## config.mk

```make
export PLATFORM = sky130hd
export DESIGN_NAME = menu_state_debouncer_core
export DESIGN_NICKNAME = d
export VERILOG_FILES = /design/src/sv/msd_pkg.sv /design/src/sv/msd_cfg_regs.sv /design/src/sv/msd_raw_sel.sv /design/src/sv/msd_debounce.sv /design/src/sv/menu_state_debouncer_core.sv
export SDC_FILE = /design/constraint.sdc
export NUM_CORES = 1
export LEC_CHECK = 0
export BUFFER_PORTS_ARGS = -buffer_cell sky130_fd_sc_hd__buf_2
export CORE_MARGIN = 8
export CORE_UTILIZATION = 33
export DETAILED_ROUTE_END_ITERATION = 6
export GPL_TIMING_DRIVEN = 0
export HOLD_SLACK_MARGIN = 0.05
export SLEW_MARGIN = 25
export SYNTH_ARGS = -nofsm -noshare
export SYNTH_HDL_FRONTEND = slang
export SYNTH_SLANG_ARGS = --single-unit
```

## constraint.sdc

```tcl
create_clock -name clk_i -period 11.6 [get_ports clk_i]
set_input_delay 1.16 -clock clk_i [delete_from_list [all_inputs] [get_ports clk_i]]
set_output_delay 1.16 -clock clk_i [all_outputs]
set_load 0.01 [all_outputs]
```

## src/sv/msd_pkg.sv

```systemverilog
package msd_pkg;

  localparam int unsigned CfgIdxWidth  = 3;
  localparam int unsigned CfgDataWidth = 16;
  localparam int unsigned HoldWidth    = 16;
  localparam int unsigned StampWidth   = 32;
  localparam int unsigned CountWidth   = 32;
  localparam int unsigned ClipWidth    = 16;
  localparam int unsigned ScreenWidth  = 15;
  localparam int unsigned NowWidth     = 32;

  typedef enum logic [CfgIdxWidth-1:0] {
    REG_USE_ENGINE_PAUSE   = 3'd0,
    REG_ENGINE_READY       = 3'd1,
    REG_REQUIRE_FOREGROUND = 3'd2,
    REG_USE_CURSOR_VISIBLE = 3'd3,
    REG_USE_CURSOR_CLIP    = 3'd4,
    REG_OPEN_HOLD_MS       = 3'd5,
    REG_CLOSE_HOLD_MS      = 3'd6
  } cfg_reg_e;

  typedef struct packed {
    logic                 use_engine_pause;
    logic                 engine_ready;
    logic                 require_foreground;
    logic                 use_cursor_visible;
    logic                 use_cursor_clip;
    logic [HoldWidth-1:0] open_hold_ms;
    logic [HoldWidth-1:0] close_hold_ms;
  } cfg_t;

  typedef struct packed {
    logic                          quit_seen;
    logic                          engine_pause_bit;
    logic                          is_foreground;
    logic                          cursor_shown;
    logic                          clip_valid;
    logic signed [ClipWidth-1:0]   clip_width;
    logic signed [ClipWidth-1:0]   clip_height;
    logic [ScreenWidth-1:0]        screen_width;
    logic [ScreenWidth-1:0]        screen_height;
    logic [NowWidth-1:0]           now_ms;
  } sample_t;

  typedef struct packed {
    logic raw;
    logic exact;
  } raw_info_t;

  typedef struct packed {
    logic                  menu_is_open;
    logic                  opened_now;
    logic                  closed_now;
    logic                  raw_indication;
    logic [CountWidth-1:0] session_count;
    logic [StampWidth-1:0] open_stamp;
    logic [StampWidth-1:0] close_stamp;
    logic                  halted;
  } result_t;

endpackage

```

## src/sv/msd_cfg_regs.sv

```systemverilog
module msd_cfg_regs (
  input  logic                                 clk_i,
  input  logic                                 rst_ni,
  input  logic                                 cfg_we_i,
  input  logic [msd_pkg::CfgIdxWidth-1:0]      cfg_index_i,
  input  logic [msd_pkg::CfgDataWidth-1:0]     cfg_data_i,
  output msd_pkg::cfg_t                        cfg_o
);
  import msd_pkg::*;

  cfg_t cfg_q, cfg_d;

  always_comb begin
    cfg_d = cfg_q;
    if (cfg_we_i) begin
      unique case (cfg_index_i)
        REG_USE_ENGINE_PAUSE:   cfg_d.use_engine_pause   = cfg_data_i[0];
        REG_ENGINE_READY:       cfg_d.engine_ready       = cfg_data_i[0];
        REG_REQUIRE_FOREGROUND: cfg_d.require_foreground = cfg_data_i[0];
        REG_USE_CURSOR_VISIBLE: cfg_d.use_cursor_visible = cfg_data_i[0];
        REG_USE_CURSOR_CLIP:    cfg_d.use_cursor_clip    = cfg_data_i[0];
        REG_OPEN_HOLD_MS:       cfg_d.open_hold_ms       = cfg_data_i[HoldWidth-1:0];
        REG_CLOSE_HOLD_MS:      cfg_d.close_hold_ms      = cfg_data_i[HoldWidth-1:0];
        default:                cfg_d = cfg_q;
      endcase
    end
  end

  always_ff @(posedge clk_i or negedge rst_ni) begin
    if (!rst_ni) begin
      cfg_q.use_engine_pause   <= 1'b1;
      cfg_q.engine_ready       <= 1'b0;
      cfg_q.require_foreground <= 1'b1;
      cfg_q.use_cursor_visible <= 1'b1;
      cfg_q.use_cursor_clip    <= 1'b0;
      cfg_q.open_hold_ms       <= '0;
      cfg_q.close_hold_ms      <= '0;
    end else begin
      cfg_q <= cfg_d;
    end
  end

  assign cfg_o = cfg_q;

endmodule

```

## src/sv/msd_raw_sel.sv

```systemverilog
module msd_raw_sel #(
  parameter int unsigned CLIP_MARGIN = 32
) (
  input  msd_pkg::cfg_t      cfg_i,
  input  msd_pkg::sample_t   sample_i,
  output msd_pkg::raw_info_t info_o
);
  import msd_pkg::*;

  localparam int unsigned CmpWidth = ScreenWidth + 2;

  logic signed [CmpWidth-1:0] w_s, h_s, sw_s, sh_s, sw_m, sh_m;
  logic                       clipped;
  logic                       exact;
  logic                       heur;

  always_comb begin
    w_s  = CmpWidth'(sample_i.clip_width);
    h_s  = CmpWidth'(sample_i.clip_height);
    sw_s = $signed({2'b00, sample_i.screen_width});
    sh_s = $signed({2'b00, sample_i.screen_height});
    sw_m = sw_s - $signed(CmpWidth'(CLIP_MARGIN));
    sh_m = sh_s - $signed(CmpWidth'(CLIP_MARGIN));
    clipped = sample_i.clip_valid && (w_s < sw_s) && (h_s < sh_s) &&
              ((w_s < sw_m) || (h_s < sh_m));

    exact = cfg_i.use_engine_pause && cfg_i.engine_ready;
    heur  = (cfg_i.use_cursor_visible && sample_i.cursor_shown) ||
            (cfg_i.use_cursor_clip && clipped);

    info_o.exact = exact;
    if (exact) begin
      info_o.raw = sample_i.engine_pause_bit;
    end else if (cfg_i.require_foreground && !sample_i.is_foreground) begin
      info_o.raw = 1'b0;
    end else begin
      info_o.raw = heur;
    end
  end

endmodule

```

## src/sv/msd_debounce.sv

```systemverilog
module msd_debounce #(
  parameter int unsigned TIME_WIDTH = 32
) (
  input  logic               clk_i,
  input  logic               rst_ni,
  input  logic               step_i,
  input  msd_pkg::cfg_t      cfg_i,
  input  msd_pkg::sample_t   sample_i,
  input  msd_pkg::raw_info_t info_i,
  output msd_pkg::result_t   result_o
);
  import msd_pkg::*;

  logic                        started_q, started_d;
  logic                        raw_prev_q, raw_prev_d;
  logic [TIME_WIDTH-1:0]       chg_time_q, chg_time_d;
  logic                        open_q, open_d;
  logic [CountWidth-1:0]       count_q, count_d;
  logic [TIME_WIDTH-1:0]       open_time_q, open_time_d;
  logic [TIME_WIDTH-1:0]       close_time_q, close_time_d;
  logic                        halt_q, halt_d;
  result_t                     result_q, result_d;

  logic [TIME_WIDTH+NowWidth-1:0]   now_ext;
  logic [TIME_WIDTH-1:0]            now_t;
  logic [TIME_WIDTH-1:0]            stable;
  logic [TIME_WIDTH-1:0]            open_hold, close_hold;
  logic                             prev_eff;
  logic [StampWidth+TIME_WIDTH-1:0] open_ext, close_ext;

  always_comb begin
    now_ext = {{TIME_WIDTH{1'b0}}, sample_i.now_ms};
    now_t   = now_ext[TIME_WIDTH-1:0];

    started_d    = started_q;
    raw_prev_d   = raw_prev_q;
    chg_time_d   = chg_time_q;
    open_d       = open_q;
    count_d      = count_q;
    open_time_d  = open_time_q;
    close_time_d = close_time_q;
    halt_d       = halt_q;

    prev_eff   = started_q ? raw_prev_q : 1'b0;
    open_hold  = info_i.exact ? '0 : TIME_WIDTH'(cfg_i.open_hold_ms);
    close_hold = info_i.exact ? '0 : TIME_WIDTH'(cfg_i.close_hold_ms);
    stable     = '0;

    result_d                = '0;

    if (halt_q || sample_i.quit_seen) begin
      halt_d = 1'b1;
      open_d = 1'b0;
    end else begin
      started_d  = 1'b1;
      raw_prev_d = info_i.raw;
      if (!started_q || (info_i.raw != prev_eff)) begin
        chg_time_d = now_t;
      end
      stable = now_t - chg_time_d;
      if (!open_q && info_i.raw && (stable >= open_hold)) begin
        open_time_d         = now_t;
        count_d             = count_q + CountWidth'(1);
        open_d              = 1'b1;
        result_d.opened_now = 1'b1;
      end else if (open_q && !info_i.raw && (stable >= close_hold)) begin
        close_time_d        = now_t;
        open_d              = 1'b0;
        result_d.closed_now = 1'b1;
      end
      result_d.raw_indication = info_i.raw;
    end

    open_ext  = {{StampWidth{1'b0}}, open_time_d};
    close_ext = {{StampWidth{1'b0}}, close_time_d};
    result_d.menu_is_open  = open_d;
    result_d.session_count = count_d;
    result_d.open_stamp    = open_ext[StampWidth-1:0];
    result_d.close_stamp   = close_ext[StampWidth-1:0];
    result_d.halted        = halt_d;
  end

  always_ff @(posedge clk_i or negedge rst_ni) begin
    if (!rst_ni) begin
      started_q    <= 1'b0;
      raw_prev_q   <= 1'b0;
      chg_time_q   <= '0;
      open_q       <= 1'b0;
      count_q      <= '0;
      open_time_q  <= '0;
      close_time_q <= '0;
      halt_q       <= 1'b0;
    end else if (step_i) begin
      started_q    <= started_d;
      raw_prev_q   <= raw_prev_d;
      chg_time_q   <= chg_time_d;
      open_q       <= open_d;
      count_q      <= count_d;
      open_time_q  <= open_time_d;
      close_time_q <= close_time_d;
      halt_q       <= halt_d;
    end
  end

  always_ff @(posedge clk_i) begin
    if (step_i) begin
      result_q <= result_d;
    end
  end

  assign result_o = result_q;

endmodule

```

## src/sv/menu_state_debouncer_core.sv

```systemverilog
// A word accepted is held in the input register, then passes through the state update
// into the result register. Throughput: one word per cycle while the output is taken;
// the single-pass state update and the result register after it set that figure. A
// waiting result blocks input only once the input register also holds a word.
// Reset clears the configuration to its defaults, the debounce state, counters,
// stamps and the halt latch, and empties both pipeline stages.
module menu_state_debouncer_core #(
  parameter int unsigned TIME_WIDTH  = 32,
  parameter int unsigned CLIP_MARGIN = 32
) (
  input  logic                                       clk_i,
  input  logic                                       rst_ni,

  input  logic                                       cfg_valid_i,
  output logic                                       cfg_ready_o,
  input  logic [msd_pkg::CfgIdxWidth-1:0]            cfg_index_i,
  input  logic [msd_pkg::CfgDataWidth-1:0]           cfg_data_i,

  input  logic                                       in_valid_i,
  output logic                                       in_ready_o,
  input  logic                                       quit_seen_i,
  input  logic                                       engine_pause_bit_i,
  input  logic                                       is_foreground_i,
  input  logic                                       cursor_shown_i,
  input  logic                                       clip_valid_i,
  input  logic signed [msd_pkg::ClipWidth-1:0]       clip_width_i,
  input  logic signed [msd_pkg::ClipWidth-1:0]       clip_height_i,
  input  logic [msd_pkg::ScreenWidth-1:0]            screen_width_i,
  input  logic [msd_pkg::ScreenWidth-1:0]            screen_height_i,
  input  logic [msd_pkg::NowWidth-1:0]               now_ms_i,

  output logic                                       out_valid_o,
  input  logic                                       out_ready_i,
  output logic                                       menu_is_open_o,
  output logic                                       opened_now_o,
  output logic                                       closed_now_o,
  output logic                                       raw_indication_o,
  output logic [msd_pkg::CountWidth-1:0]             session_count_o,
  output logic [msd_pkg::StampWidth-1:0]             open_stamp_o,
  output logic [msd_pkg::StampWidth-1:0]             close_stamp_o,
  output logic                                       halted_o
);
  import msd_pkg::*;

  cfg_t      cfg;
  sample_t   s1_q;
  logic      s1_valid_q, s1_valid_d;
  logic      out_valid_q, out_valid_d;
  logic      step;
  logic      in_take;
  raw_info_t info;
  result_t   result;

  assign cfg_ready_o = 1'b1;

  msd_cfg_regs u_cfg (
    .clk_i       (clk_i),
    .rst_ni      (rst_ni),
    .cfg_we_i    (cfg_valid_i),
    .cfg_index_i (cfg_index_i),
    .cfg_data_i  (cfg_data_i),
    .cfg_o       (cfg)
  );

  // The second stage moves a word forward whenever the result register is
  // empty or its word is being taken this cycle.
  assign step       = s1_valid_q && (!out_valid_q || out_ready_i);
  assign in_ready_o = !s1_valid_q || step;
  assign in_take    = in_valid_i && in_ready_o;

  always_comb begin
    s1_valid_d  = in_take || (s1_valid_q && !step);
    out_valid_d = step || (out_valid_q && !out_ready_i);
  end

  always_ff @(posedge clk_i or negedge rst_ni) begin
    if (!rst_ni) begin
      s1_valid_q  <= 1'b0;
      out_valid_q <= 1'b0;
    end else begin
      s1_valid_q  <= s1_valid_d;
      out_valid_q <= out_valid_d;
    end
  end

  always_ff @(posedge clk_i) begin
    if (in_take) begin
      s1_q.quit_seen        <= quit_seen_i;
      s1_q.engine_pause_bit <= engine_pause_bit_i;
      s1_q.is_foreground    <= is_foreground_i;
      s1_q.cursor_shown     <= cursor_shown_i;
      s1_q.clip_valid       <= clip_valid_i;
      s1_q.clip_width       <= clip_width_i;
      s1_q.clip_height      <= clip_height_i;
      s1_q.screen_width     <= screen_width_i;
      s1_q.screen_height    <= screen_height_i;
      s1_q.now_ms           <= now_ms_i;
    end
  end

  msd_raw_sel #(
    .CLIP_MARGIN (CLIP_MARGIN)
  ) u_raw (
    .cfg_i    (cfg),
    .sample_i (s1_q),
    .info_o   (info)
  );

  msd_debounce #(
    .TIME_WIDTH (TIME_WIDTH)
  ) u_deb (
    .clk_i    (clk_i),
    .rst_ni   (rst_ni),
    .step_i   (step),
    .cfg_i    (cfg),
    .sample_i (s1_q),
    .info_i   (info),
    .result_o (result)
  );

  assign out_valid_o      = out_valid_q;
  assign menu_is_open_o   = result.menu_is_open;
  assign opened_now_o     = result.opened_now;
  assign closed_now_o     = result.closed_now;
  assign raw_indication_o = result.raw_indication;
  assign session_count_o  = result.session_count;
  assign open_stamp_o     = result.open_stamp;
  assign close_stamp_o    = result.close_stamp;
  assign halted_o         = result.halted;

endmodule
```

=== Word level (Yosys, flattened, before mapping) ===
Cells that the tools add are included.

* Flip-flop bits (word level): 371
* Word-level logic and storage cells: 114
* Bits of input ports: 123

* Multiplexer cells: 20
* Equality and inequality tests: 7
* Add/sub/neg operators: 4
* $lt $le $gt $ge: 6
* Reductions and logical operators: 41
* Bitwise gates (word level): 1

{| class="wikitable"
|+ Operator list
! operator !! count
|-
| 32-bit 2-to-1 mux || 9
|-
| 32-bit greater-or-equal comparator || 2
|-
| 16-bit < comparator || 4
|-
| 32-bit by 1-bit adder with 32-bit output (second input constant) || 1
|-
| 16-bit 2-to-1 mux || 2
|-
| 15-bit by 6-bit subtractor with 16-bit output (second input constant) || 2
|-
| 32-bit subtractor || 1
|-
| 2-bit AND reduction || 8
|-
| 1-bit logical AND || 15
|-
| 3-bit equality test (second input constant) || 3
|-
| 1-bit 2-to-1 mux || 9
|-
| 1-bit zero test || 8
|-
| 1-bit logical OR || 8
|-
| 3-bit by 2-bit equality test with 1-bit output (second input constant) || 2
|-
| 3-bit by 1-bit equality test with 1-bit output (second input constant) || 1
|-
| 3-bit zero test || 1
|-
| 2-bit OR reduction || 1
|-
| 1-bit != test || 1
|-
| 1-bit NOT || 1
|}

=== Longest topological paths before layout ===
Gate-level depths: netlist (run 1).

* Word-level depth: 18
* Depth in mapped cells: 40

=== Cells and area by module ===
From an unflattened synthesis (run 1), not the netlist that was laid out.

* Cell total of the unflattened synthesis: 1,500
* Area, all modules: 19,107.1 µm²

{| class="wikitable"
|+ By module, submodules not included
! module !! sequential area each (µm²) !! instances !! area each (µm²) !! cells an instance
|-
| msd_debounce || 6,336.1 || 1 || 12,906.1 || 1,097
|-
| menu_state_debouncer_core || 3,022.9 || 1 || 3,088.0 || 109
|-
| msd_raw_sel || 0.0 || 1 || 1,566.5 || 211
|-
| msd_cfg_regs || 929.6 || 1 || 1,546.5 || 83
|}

=== Worst setup path after synthesis (run 1) ===
No wires, ideal clock.

* Path kind: register -> register
* Start: reg s1_q[39] (netlist name)
* End: reg u_deb.result_q, in the netlist u_deb.result_o[10], data pin
* Cell stages (with the launch flop): 35
* Period minus slack after synthesis: 8,107 ps
* Slack: 3,493 ps
* Data required time: 11,340 ps
* Path buffers: 5
* Arrival: 7,847 ps
* Cells stage by stage: edfxtp_1 nor4_1 nand2_1 nor4_1 xnor2_1 ha_1 nand4_1 or4_1 o31ai_2 nor4bb_1 nor4_1 o21a_1 buf_2 nor2_1 nand2_1 clkbuf_1 mux2i_1 ha_1 clkbuf_1 a21o_1 a21o_1 a221oi_1 o21bai_1 a21o_1 a221o_1 a211oi_1 nor2_1 or3_1 a211oi_2 and4_4 a21boi_1 and3_1 buf_6 buf_6 mux2_4

* Word-level cells in the longest chain between the ends: 18
* Elaborated cells on any way between the ends: 25
* Classes of those cells: add/sub (2); order compare (4); eq/ne (1); mux (7); reduce/logical (11)

{| class="wikitable"
|+ RTL lines
! element !! line !! text
|-
| start: declaration || menu_state_debouncer_core.sv:46 || <nowiki>sample_t s1_q;</nowiki>
|-
| 15-bit by 6-bit subtractor with 16-bit output || msd_raw_sel.sv:23 || <nowiki>sh_m = sh_s - $signed(CmpWidth'(CLIP_MARGIN));</nowiki>
|-
| 16-bit < comparator || msd_raw_sel.sv:25 || <nowiki>((w_s < sw_m) || (h_s < sh_m));</nowiki>
|-
| 1-bit logical OR || msd_raw_sel.sv:25 ||
|-
| 1-bit logical AND (*) || msd_raw_sel.sv:24 || <nowiki>clipped = sample_i.clip_valid && (w_s < sw_s) && (h_s < sh_s) &&</nowiki>
|-
| 1-bit logical AND (*) || msd_raw_sel.sv:29 || <nowiki>(cfg_i.use_cursor_clip && clipped);</nowiki>
|-
| 1-bit logical OR (*) || msd_raw_sel.sv:28 || <nowiki>heur = (cfg_i.use_cursor_visible && sample_i.cursor_shown) ||</nowiki>
|-
| 1-bit 2-to-1 mux (*) || msd_raw_sel.sv:34 || <nowiki>end else if (cfg_i.require_foreground && !sample_i.is_foreground) begin</nowiki>
|-
| 1-bit 2-to-1 mux (*) || msd_raw_sel.sv:32 || <nowiki>if (exact) begin</nowiki>
|-
| [... 3 more ...] || n/a ||
|-
| 32-bit 2-to-1 mux || msd_debounce.sv:51 || <nowiki>if (halt_q || sample_i.quit_seen) begin</nowiki>
|-
| 32-bit subtractor || msd_debounce.sv:60 || <nowiki>stable = now_t - chg_time_d;</nowiki>
|-
| 32-bit greater-or-equal comparator || msd_debounce.sv:66 || <nowiki>end else if (open_q && !info_i.raw && (stable >= close_hold)) begin</nowiki>
|-
| 1-bit logical AND || msd_debounce.sv:66 ||
|-
| 32-bit 2-to-1 mux || msd_debounce.sv:66 ||
|-
| 32-bit 2-to-1 mux (*) || msd_debounce.sv:61 || <nowiki>if (!open_q && info_i.raw && (stable >= open_hold)) begin</nowiki>
|-
| 32-bit 2-to-1 mux (*) || msd_debounce.sv:51 ||
|-
| via u_deb.close_time_d[9] || msd_debounce.sv:20 || <nowiki>logic [TIME_WIDTH-1:0] close_time_q, close_time_d;</nowiki>
|-
| end signal: assignment || msd_debounce.sv:107 || <nowiki>result_q <= result_d;</nowiki>
|-
| end: declaration || msd_debounce.sv:22 || <nowiki>result_t result_q, result_d;</nowiki>
|}

The timed path passes the listed nets; every way through them passes the cells marked *. The select of a mux whose other input is x is not followed.
A chain may end at the register's enable or synchronous reset.

=== Worst setup path after layout (run 1) ===
* Start: reg s1_q[39] (netlist name)
* End: reg u_deb.result_q, in the netlist u_deb.result_o[59], data pin

* Word-level cells in the longest chain between the ends: 17
* Elaborated cells on any way between the ends: 20
* Classes of those cells: add/sub (2); order compare (3); eq/ne (1); mux (6); reduce/logical (8)

{| class="wikitable"
|+ RTL lines
! element !! line !! text
|-
| 15-bit by 6-bit subtractor with 16-bit output || msd_raw_sel.sv:23 ||
|-
| 16-bit < comparator || msd_raw_sel.sv:25 ||
|-
| 1-bit logical OR || msd_raw_sel.sv:25 ||
|-
| 1-bit logical AND (*) || msd_raw_sel.sv:24 ||
|-
| 1-bit logical AND (*) || msd_raw_sel.sv:29 ||
|-
| 1-bit logical OR (*) || msd_raw_sel.sv:28 ||
|-
| 1-bit 2-to-1 mux (*) || msd_raw_sel.sv:34 ||
|-
| 1-bit 2-to-1 mux (*) || msd_raw_sel.sv:32 ||
|-
| [... 2 more ...] || n/a ||
|-
| 32-bit 2-to-1 mux || msd_debounce.sv:57 || <nowiki>if (!started_q || (info_i.raw != prev_eff)) begin</nowiki>
|-
| 32-bit 2-to-1 mux || msd_debounce.sv:51 ||
|-
| 32-bit subtractor || msd_debounce.sv:60 ||
|-
| 32-bit greater-or-equal comparator || msd_debounce.sv:61 ||
|-
| 1-bit logical AND (*) || msd_debounce.sv:61 ||
|-
| 32-bit 2-to-1 mux (*) || msd_debounce.sv:61 ||
|-
| 32-bit 2-to-1 mux (*) || msd_debounce.sv:51 ||
|-
| via u_deb.open_time_d[26] || msd_debounce.sv:19 || <nowiki>logic [TIME_WIDTH-1:0] open_time_q, open_time_d;</nowiki>
|}

Marked as above.

==> run summary, run 1 <==
initial antenna violation count -> 15
pwr dens -> 174.1 nW/um2
Post-Route WL -> 48470 um
Mapped Cells -> 1561
Power Total -> 3.990 mW
Cell Rows -> 88
top cell type's share of synthesized area -> 31.17%
Yosys cell types -> 77
top cell type by total area after synthesis -> edfxtp_1
synthesized net count -> 1798
Synth top cells by count -> edfxtp_1 (200), dfrtp_1 (168), nand2_1 (136)
Avg Cell Area, Syn -> 12.34 um2
max-slew violation count -> 0
clock skew -> 19.10 ps
Ports -> 227
first-pass GRT wire length -> 76290 um
fin crit share -> 88.05%
Die Span X -> 257.6 um
worst-margin pin slew -> 933.5 ps
Sequential Area -> 10290 um2
register area share after synthesis -> 53.39%
Post-CTS Hold Fix Bufs -> 0
Num CTS Buffers -> 43
multi-input gate area in the final layout -> 8503 um2
internal power -> 2.771 mW
gpl congestion -> 0.8816
number of routed nets with antenna violations -> 0
FMAX -> 0.09791 GHz
largest net degree at the start of global routing -> 68
share of power burned in registers -> 39.8%
GRT Util Overall -> 14.29%
CTS root buf -> clkbuf_16
port bufs -> 224
CP max stage delay -> 680 ps
H-tree lvl count -> 2
endpoints failing hold -> 0
most instantiated library cell after synthesis -> edfxtp_1
Starting Density -> 33.40%
core area -> 57700 um2
HPWL after detailed placement -> 36230 um
DR pass1 iterations -> 5
status -> complete, no violations
die area -> 66380 um2
number of synthesized flops with an enable pin -> 200
Net Sw Frac -> 30.56%
CP required -> 11910 ps
crit path max fanout -> 10
TritonCTS clock tree -> done
clock buffer depth -> 3
layout cells sized above 1 -> 25.51%
Area Growth Syn to Fin -> 18.97%
startpoint types -> flip-flop
Synth Cell Area -> 19270 um2
Seq cells post-synth -> 371
Iter 0 DRT Violations -> 629
CTS Sinks -> 371
Psw -> 1.219 mW
Critical Path AT -> 10520 ps
leading post-synthesis cells by cell area -> edfxtp_1 (31%), dfrtp_1 (22%), ha_1 (7.3%)
Routed wire per std cell -> 18.36 um
RSZ-0062 raised after global routing -> no
final setup TNS -> 0 ps
postcts setup bufs -> 0
maxcap violations -> 0
Hold Crit Class -> flip-flop to flip-flop
fin crit period -> 10210 ps
vias in the first global route -> 13.49k
slowest CP cell -> clkbuf_1
CTS clock-pin slew for the worst setup and hold paths -> 60 ps
CP endpoint kind -> flip-flop
P_leak -> 10.20 nW
Vias -> 13.09k
Via-to-Cell Ratio -> 4.957
Comb pwr share -> 26.1%
Finish-stage setup viols -> 0
gr ovfl total -> 0
final routed DRC violation total -> 0
Clock power frac -> 34.1%
Worst slew margin -> 37.77%
Synth Flop Type -> edfxtp_1
post-CTS sizing -> 0
Die Span Y -> 257.6 um
fin nets -> 2072
critical path type -> flip-flop to flip-flop
share of flip-flops with an asynchronous set or reset after synthesis -> 46.09%
Max IR drop VDD -> 0.1173 mV
# fillers -> 5583
Yosys warnings -> 0
worst-skew pair later-pin latency -> 570 ps
## per-stage QoR
step | utilization, % | hold slack [ps] | cell area (um2) | cells | setup slack (ps)
CTS | 39.71 | 456.8 | 22910 | 2635 | 1277
floorplan | - | 428.7 | 19270 | 1561 | 3493
detailed placement | 37.28 | 454.1 | 21510 | 2555 | 1310
global route | 39.71 | 473.8 | 22910 | 2635 | 622.9
global placement | 37.00 | 437.9 | 21350 | 2550 | 1214
finish | 39.73 | 461.2 | 22920 | 2640 | 1386
## worst max-delay path: cells and delay by family, from the launching register on
family | cells | cell delay, ps
mux | 2 | 700
compound gates | 11 | 2240
simple gates | 12 | 3450
fa+ha+maj | 4 | 1110
buf+inv | 5 | 1530
xor+xnor | 2 | 490
flops | 1 | 430
## routing by layer
metal	vias up	wire length, um	global-route usage (%)	share of wire [%]
met4	16	1165	4.187	2.4
met2	307	23340	24.20	48
li1	6359	-	-	-
met5	-	99	0	0.20
met3	84	2924	3.794	6.0
met1	6321	20940	17.80	43
## state kept, by name, summed over array words and instances, names as in the netlist
name,flops
u_deb.result_o,101
s1_q,99
u_cfg.cfg_o,37
u_deb.chg_time_q,32
u_deb.close_time_q,32
u_deb.count_q,32
u_deb.open_time_q,32
out_valid_o,1
s1_valid_q,1
u_deb.halt_q,1
u_deb.open_q,1
u_deb.raw_prev_q,1
u_deb.started_q,1
## placed cells by master (no fill, tap or decap), types with 7 or more instances in the layout
| cell | Yosys | routed |
|---|---|---|
| mux2_1 | 33 | 33 |
| buf_4 | 7 | 7 |
| dfrtp_1 | 168 | 168 |
| nor4_1 | 20 | 20 |
| xnor2_1 | 27 | 27 |
| nor2b_1 | 7 | 7 |
| nor3_1 | 52 | 52 |
| nand4_1 | 22 | 22 |
| o21bai_1 | 8 | 8 |
| clkbuf_16 | 0 | 43 |
| o21ai_0 | 56 | 56 |
| o21a_1 | 7 | 7 |
| nand2b_1 | 20 | 20 |
| mux2_2 | 80 | 80 |
| a211oi_1 | 13 | 13 |
| a21oi_1 | 63 | 63 |
| a31oi_1 | 13 | 13 |
| a21o_1 | 47 | 47 |
| buf_2 | 9 | 232 |
| and3_1 | 14 | 14 |
| ha_1 | 113 | 113 |
| inv_6 | 0 | 9 |
| o211ai_1 | 10 | 10 |
| clkbuf_1 | 33 | 46 |
| nand3_1 | 34 | 34 |
| buf_6 | 8 | 8 |
| edfxtp_1 | 200 | 200 |
| nand2_1 | 136 | 136 |
| mux2_4 | 59 | 59 |
| inv_1 | 47 | 46 |
| xor2_1 | 65 | 65 |
| mux2i_1 | 31 | 31 |
| nor2_1 | 62 | 62 |
## path summary, 6_finish.rpt
kind	from	end	slack [ps]	cells past startpoint
max	s1_q[39]$_DFFE_PP_	u_deb.result_o[59]$_DFFE_PP_	1390	36
min	u_deb.halt_q$_DFFE_PN0P_	u_deb.halt_q$_DFFE_PN0P_	460	1
max reg2reg	s1_q[39]$_DFFE_PP_	u_deb.result_o[59]$_DFFE_PP_	1390	36
min reg2reg	u_deb.halt_q$_DFFE_PN0P_	u_deb.halt_q$_DFFE_PN0P_	460	1
max in group asynchronous	rst_ni	u_deb.count_q[6]$_DFFE_PN0P_	10110	3
min in group asynchronous	rst_ni	u_deb.close_time_q[20]$_DFFE_PN0P_	480	1
## power by group through the flow
stage	clock network (mW)	logic [mW]	registers (mW)
6_report	1.36	1.04	1.59
5_1_grt	1.46	1.17	1.60
2_1_floorplan	0	0.732	1.61
4_1_cts	1.41	1.05	1.59
3_3_place_gp	0	1.02	1.62
3_5_place_dp	0	1.04	1.62
## final cells by class
| class | instances | share of cell area (%) |
|---|---|---|
| diodes | 5 | 0.05458 |
| plain buffers | 57 | 1.359 |
| clock buffers | 56 | 4.907 |
| clock inverters | 24 | 1.206 |
| inverters | 47 | 0.7914 |
| multi-input cells | 1086 | 37.09 |
| flip-flops and latches | 371 | 44.88 |
| well taps | 765 | 4.175 |
| repair buffers | 229 | 5.534 |
## cell families (layout without fill, tap and decap cells)
family                   after synthesis  after routing  synth area share, %
flip-flops                           371            371                53.39
XOR/XNOR                              92             92                4.182
adder cells (fa/ha/maj)              116            116                7.545
AND/OR/NAND/NOR                      413            413                10.64
buffers and inverters                104            413                2.532
AO/OA/AOI/OAI                        261            261                8.883
other                                  1              6              0.01946
multiplexers                         203            203                12.81
No activity file was read; power rests on OpenSTA's default activity.
==> inputs of run 2 (changes only) <==
- PLACE_DENSITY_LB_ADDON: default -> 0.08
- SKIP_LAST_GASP: default -> 1
==> run 2 against run 1 <==
  * Clock skew fell by 0.76 ps
  * Critical path type unchanged
  * Clock power increased by 15%
  * Largest power group unchanged
  * Count of clock-buffer cells in the layout is 6 higher
  * Via count decreased by 0.54%
  * Fmax barely moved
  * Setup slack better by 7.0 ps
==> run summary, run 2 (synthesized netlist as in run 1, its figures left out) <==
status -> complete, no violations
RSZ-0062 raised after global routing -> no
CP max stage delay -> 820 ps
Worst path most repeated cell -> nor4_1
Iter 0 DRT Violations -> 606
Critical Path AT -> 10640 ps
Vias -> 13.02k
TritonCTS clock tree -> done
max reg flops -> 101
commonest non-fill, non-tap cell in the layout -> buf_2
FMAX -> 0.09797 GHz
gr ovfl total -> 0
Via-to-Cell Ratio -> 4.921
Finish-stage setup viols -> 0
DRT met1 WL -> 22090 um
pwr dens -> 181.1 nW/um2
Hold Crit Class -> primary input to asynchronous set/reset pin
H-tree lvl count -> 2
final setup TNS -> 0 ps
postcts setup bufs -> 0
Net Sw Frac -> 29.24%
Final Util -> 40.15%
maxcap violations -> 0
fin crit share -> 87.99%
CP endpoint kind -> flip-flop
vias in the first global route -> 13.64k
worst-skew pair later-pin latency -> 570 ps
Comb pwr share -> 25.0%
endpoints failing hold -> 0
clock skew -> 18.34 ps
fin nets -> 2074
Cell Rows -> 88
Top Metal Used -> met5
Post-Route WL -> 49490 um
GRT Util Overall -> 14.61%
DR pass1 iterations -> 5
most frequent cells in the layout -> buf_2 (232), edfxtp_1 (200), dfrtp_1 (168), nand2_1 (136), ha_1 (113)
startpoint types -> flip-flop
share of power burned in registers -> 37.9%
post-CTS sizing -> 0
Routed wire per std cell -> 18.71 um
fin crit period -> 10210 ps
Post-CTS Hold Fix Bufs -> 0
initial antenna violation count -> 9
CP startpoint -> s1_q[39]$_DFFE_PP_
Area Growth Syn to Fin -> 20.21%
worst r2r src -> s1_q[39]$_DFFE_PP_
Max IR drop VDD -> 0.1345 mV
crit path max fanout -> 10
Ports -> 227
largest net degree at the start of global routing -> 81
port bufs -> 224
wire length on met3 -> 2154 um
layout cells sized above 1 -> 25.88%
Psw -> 1.227 mW
CTS clock-pin slew for the worst setup and hold paths -> 50 ps
Die Span X -> 257.6 um
internal power -> 2.969 mW
# fillers -> 5603
critical path type -> flip-flop to flip-flop
Power Total -> 4.195 mW
Clock power frac -> 37.1%
first-pass GRT wire length -> 77860 um
Die Span Y -> 257.6 um
number of routed nets with antenna violations -> 0
Worst slew margin -> 32.12%
max-slew violation count -> 0
HPWL after detailed placement -> 37110 um
die area -> 66380 um2
min setup slack post-route -> 1393 ps
CTS root buf -> clkbuf_16
core area -> 57700 um2
slowest CP cell -> a211oi_2
clock buffer depth -> 3
Num CTS Buffers -> 45
final routed DRC violation total -> 0
CTS Sinks -> 371
Starting Density -> 33.40%
worst-margin pin slew -> 1016 ps
pre-CTS setup slack -> 1318 ps
met2 WL -> 23870 um
gpl congestion -> 0.8512
P_leak -> 10.34 nW
CP required -> 12040 ps
run 2: worst paths after layout:
kind / depth (start not counted) / end / slack, ps
setup / recovery: 32 / u_deb.open_time_q[20]$_DFFE_PN0P_ / 1390
hold / removal: 1 / u_deb.close_time_q[20]$_DFFE_PN0P_ / 420
setup reg to reg: 32 / u_deb.open_time_q[20]$_DFFE_PN0P_ / 1390
hold reg to reg: 1 / u_deb.halt_q$_DFFE_PN0P_ / 450
max in group asynchronous: 2 / u_cfg.cfg_o[33]$_DFFE_PN1P_ / 10490
min in group clk_i: 1 / u_deb.halt_q$_DFFE_PN0P_ / 450
run 2: critical path: cells and delay by family (launching register included):
family | cells | cell delay (ps)
AND/OR/NAND/NOR | 14 | 3770
AO/OA/AOI/OAI | 8 | 2700
buffers and inverters | 4 | 1410
adder cells (fa/ha/maj) | 3 | 900
multiplexers | 2 | 710
flip-flops | 1 | 440
XOR/XNOR | 1 | 130
run 2: through the flow:
step           cell area (um2)  hold slack (ps)  cells
3_3_place_gp             21350            439.8   2550
3_5_place_dp             21500            446.7   2555
2_1_floorplan            19270            428.7   1561
5_1_grt                  23150            393.1   2639
6_report                 23160            420.7   2645
4_1_cts                  23150            381.8   2639
run 2: final cells by class:
cell class	instances	area [um2]	area share, %
antenna	6	15.01	0.06482
sequential	371	10290	44.41
timing repair buffer	229	1261	5.445
tap	765	957.2	4.132
clock buffer	62	1294	5.585
clock inverter	22	360.3	1.556
buffer	57	311.5	1.345
multi-input combinational	1086	8496	36.67
inverter	47	181.4	0.7832
run 2: metal layers:
layer  track usage [%]  up-vias
met1             18.44     6360
met2             24.78      223
met5                 0        -
met3             3.209       81
li1                  -     6348
met4             4.624        4
run 2: power by group through the flow:
| stage | Clock [mW] | Sequential (mW) | Combinational [mW] |
|---|---|---|---|
| after global placement | 0 | 1.62 | 1.04 |
| after global routing | 1.66 | 1.60 | 1.18 |
| after detailed placement | 0 | 1.62 | 1.06 |
| final | 1.56 | 1.59 | 1.05 |
| after CTS | 1.62 | 1.59 | 1.06 |
| after floorplan | 0 | 1.61 | 0.732 |
==> inputs of run 3 (changes only) <==
- CELL_PAD_IN_SITES_DETAIL_PLACEMENT: default -> 1
- CELL_PAD_IN_SITES_GLOBAL_PLACEMENT: default -> 1
- CORE_UTILIZATION: 33 -> 45
- HOLD_SLACK_MARGIN: 0.05 -> default
==> run 3 against run 2 <==
  * Sequential power about the same
  * Core utilization up 13 points
  * Via count up 1.8%
  * Clock power down 12%
  * Hold slack better by 46 ps
  * Global-route usage up 5.6 points
==> run summary, run 3 (synthesized netlist as in run 1, its figures left out) <==
P_leak -> 10.24 nW
H-tree lvl count -> 2
Area Growth Syn to Fin -> 17.62%
R2R Setup Slk -> 1430 ps
commonest non-fill, non-tap cell in the layout -> buf_2
port bufs -> 224
worst r2r src -> s1_q[39]$_DFFE_PP_
max reg flops -> 101
Post-DP Area -> 21220 um2
Finish-stage setup viols -> 0
Die Span X -> 222.9 um
number of routed nets with antenna violations -> 0
Via-to-Cell Ratio -> 5.487
postcts setup bufs -> 0
placed insts -> 2336
max-slew violation count -> 0
GRT Util Overall -> 20.24%
HPWL after detailed placement -> 37550 um
final instance area -> 22670 um2
die area -> 49700 um2
maxcap violations -> 0
pwr dens -> 178.1 nW/um2
Hold Crit Class -> primary input to asynchronous set/reset pin
CP endpoint kind -> flip-flop
DR pass1 iterations -> 5
FMAX -> 0.09838 GHz
Starting Density -> 45.13%
clock skew -> 28.03 ps
slowest CP cell -> nor4_1
gpl congestion -> 0.8589
critical path type -> flip-flop to flip-flop
Max IR drop VDD -> 0.1285 mV
crit path max fanout -> 10
Post-Route WL -> 49890 um
CP startpoint -> s1_q[39]$_DFFE_PP_
CP max stage delay -> 650 ps
Critical Path AT -> 10460 ps
CP required -> 11900 ps
Post-CTS Hold Fix Bufs -> 0
TritonCTS clock tree -> done
Final Util -> 53.09%
startpoint types -> flip-flop
most frequent cells in the layout -> buf_2 (232), edfxtp_1 (200), dfrtp_1 (168), nand2_1 (136), ha_1 (113)
layout cells sized above 1 -> 25.91%
Cell Rows -> 76
core area -> 42700 um2
Routed wire per std cell -> 20.67 um
fin crit share -> 87.63%
Iter 0 DRT Violations -> 662
worst-margin pin slew -> 957.9 ps
Ports -> 227
final routed DRC violation total -> 0
gr ovfl total -> 0
CTS clock-pin slew for the worst setup and hold paths -> 60 ps
endpoints failing hold -> 0
Worst slew margin -> 36.14%
final setup TNS -> 0 ps
vias in the first global route -> 14.62k
clock buffer depth -> 3
# diodes -> 0
status -> complete, no violations
Num CTS Buffers -> 42
first-pass GRT wire length -> 81120 um
Power Total -> 4.038 mW
fin nets -> 2071
worst-skew pair later-pin latency -> 580 ps
Vias -> 13.25k
CTS root buf -> clkbuf_16
initial antenna violation count -> 2
RSZ-0062 raised after global routing -> no
Finished Layout Cells -> 2414
CTS Sinks -> 371
largest net degree at the start of global routing -> 77
fin crit period -> 10170 ps
post-CTS sizing -> 0
Die Span Y -> 222.9 um
## run 3: changes by cell type in the layout (fill, tap and decap cells not counted), moves of 2 or more
cell	before	now
diode_2	6	0
clkinvlp_4	0	2
bufinv_16	10	5
clkinv_2	6	10
clkinv_4	0	2
clkinv_8	0	2
clkbuf_1	43	39
clkbuf_16	48	43
## run 3: worst paths after layout
| kind | end | cells past startpoint |
|---|---|---|
| max in group asynchronous | u_cfg.cfg_o[34]$_DFFE_PN1P_ | 3 |
| min in group clk_i | u_deb.chg_time_q[2]$_DFFE_PN0P_ | 2 |
| worst min-delay path | u_deb.chg_time_q[16]$_DFFE_PN0P_ | 1 |
| worst max-delay path | u_deb.result_o[57]$_DFFE_PP_ | 36 |
| worst max register to register | u_deb.result_o[57]$_DFFE_PP_ | 36 |
| worst min register to register | u_deb.chg_time_q[2]$_DFFE_PN0P_ | 2 |
## run 3: through the flow
step           setup slack [ps]  hold slack (ps)
6_report                   1435            466.3
5_1_grt                   616.6            448.6
4_1_cts                    1359            427.9
3_5_place_dp               1395            454.1
3_3_place_gp               1575            438.3
2_1_floorplan              3493            428.7
## run 3: report_power, final
group | leakage, nW | internal, mW | total (mW) | switching, mW
sequential | 4.21 | 1.52 | 1.59 | 0.0689
combinational | 5.31 | 0.448 | 1.07 | 0.626
clock | 0.710 | 0.826 | 1.37 | 0.546
## run 3: area by class of cell
class	instances	area (um2)
clock inverters	24	276.5
repair buffers	229	1261
flip-flops and latches	371	10290
clock buffers	54	1167
inverters	47	181.4
multi-input cells	1086	8496
plain buffers	57	311.5
fillers	4435	20030
well taps	546	683.2
## run 3: critical path: cells and delay by family, from the launching register on
family | cells | cell delay, ps
AOI/OAI and AO/OA | 11 | 2320
xor gates and xnor gates | 2 | 430
adders and majority gates | 4 | 1100
buffers and inverters | 5 | 1490
DFF | 1 | 470
muxes | 2 | 730
and+or+nand+nor | 12 | 3300
## run 3: per-layer routing
| layer | vias to the layer above | wire [um] | GRT usage (%) |
|---|---|---|---|
| met2 | 249 | 24250 | 34.41 |
| met1 | 6589 | 22090 | 25.62 |
| met5 | - | 27 | 0 |
| li1 | 6326 | - | - |
| met3 | 77 | 2172 | 4.386 |
| met4 | 4 | 1347 | 6.245 |
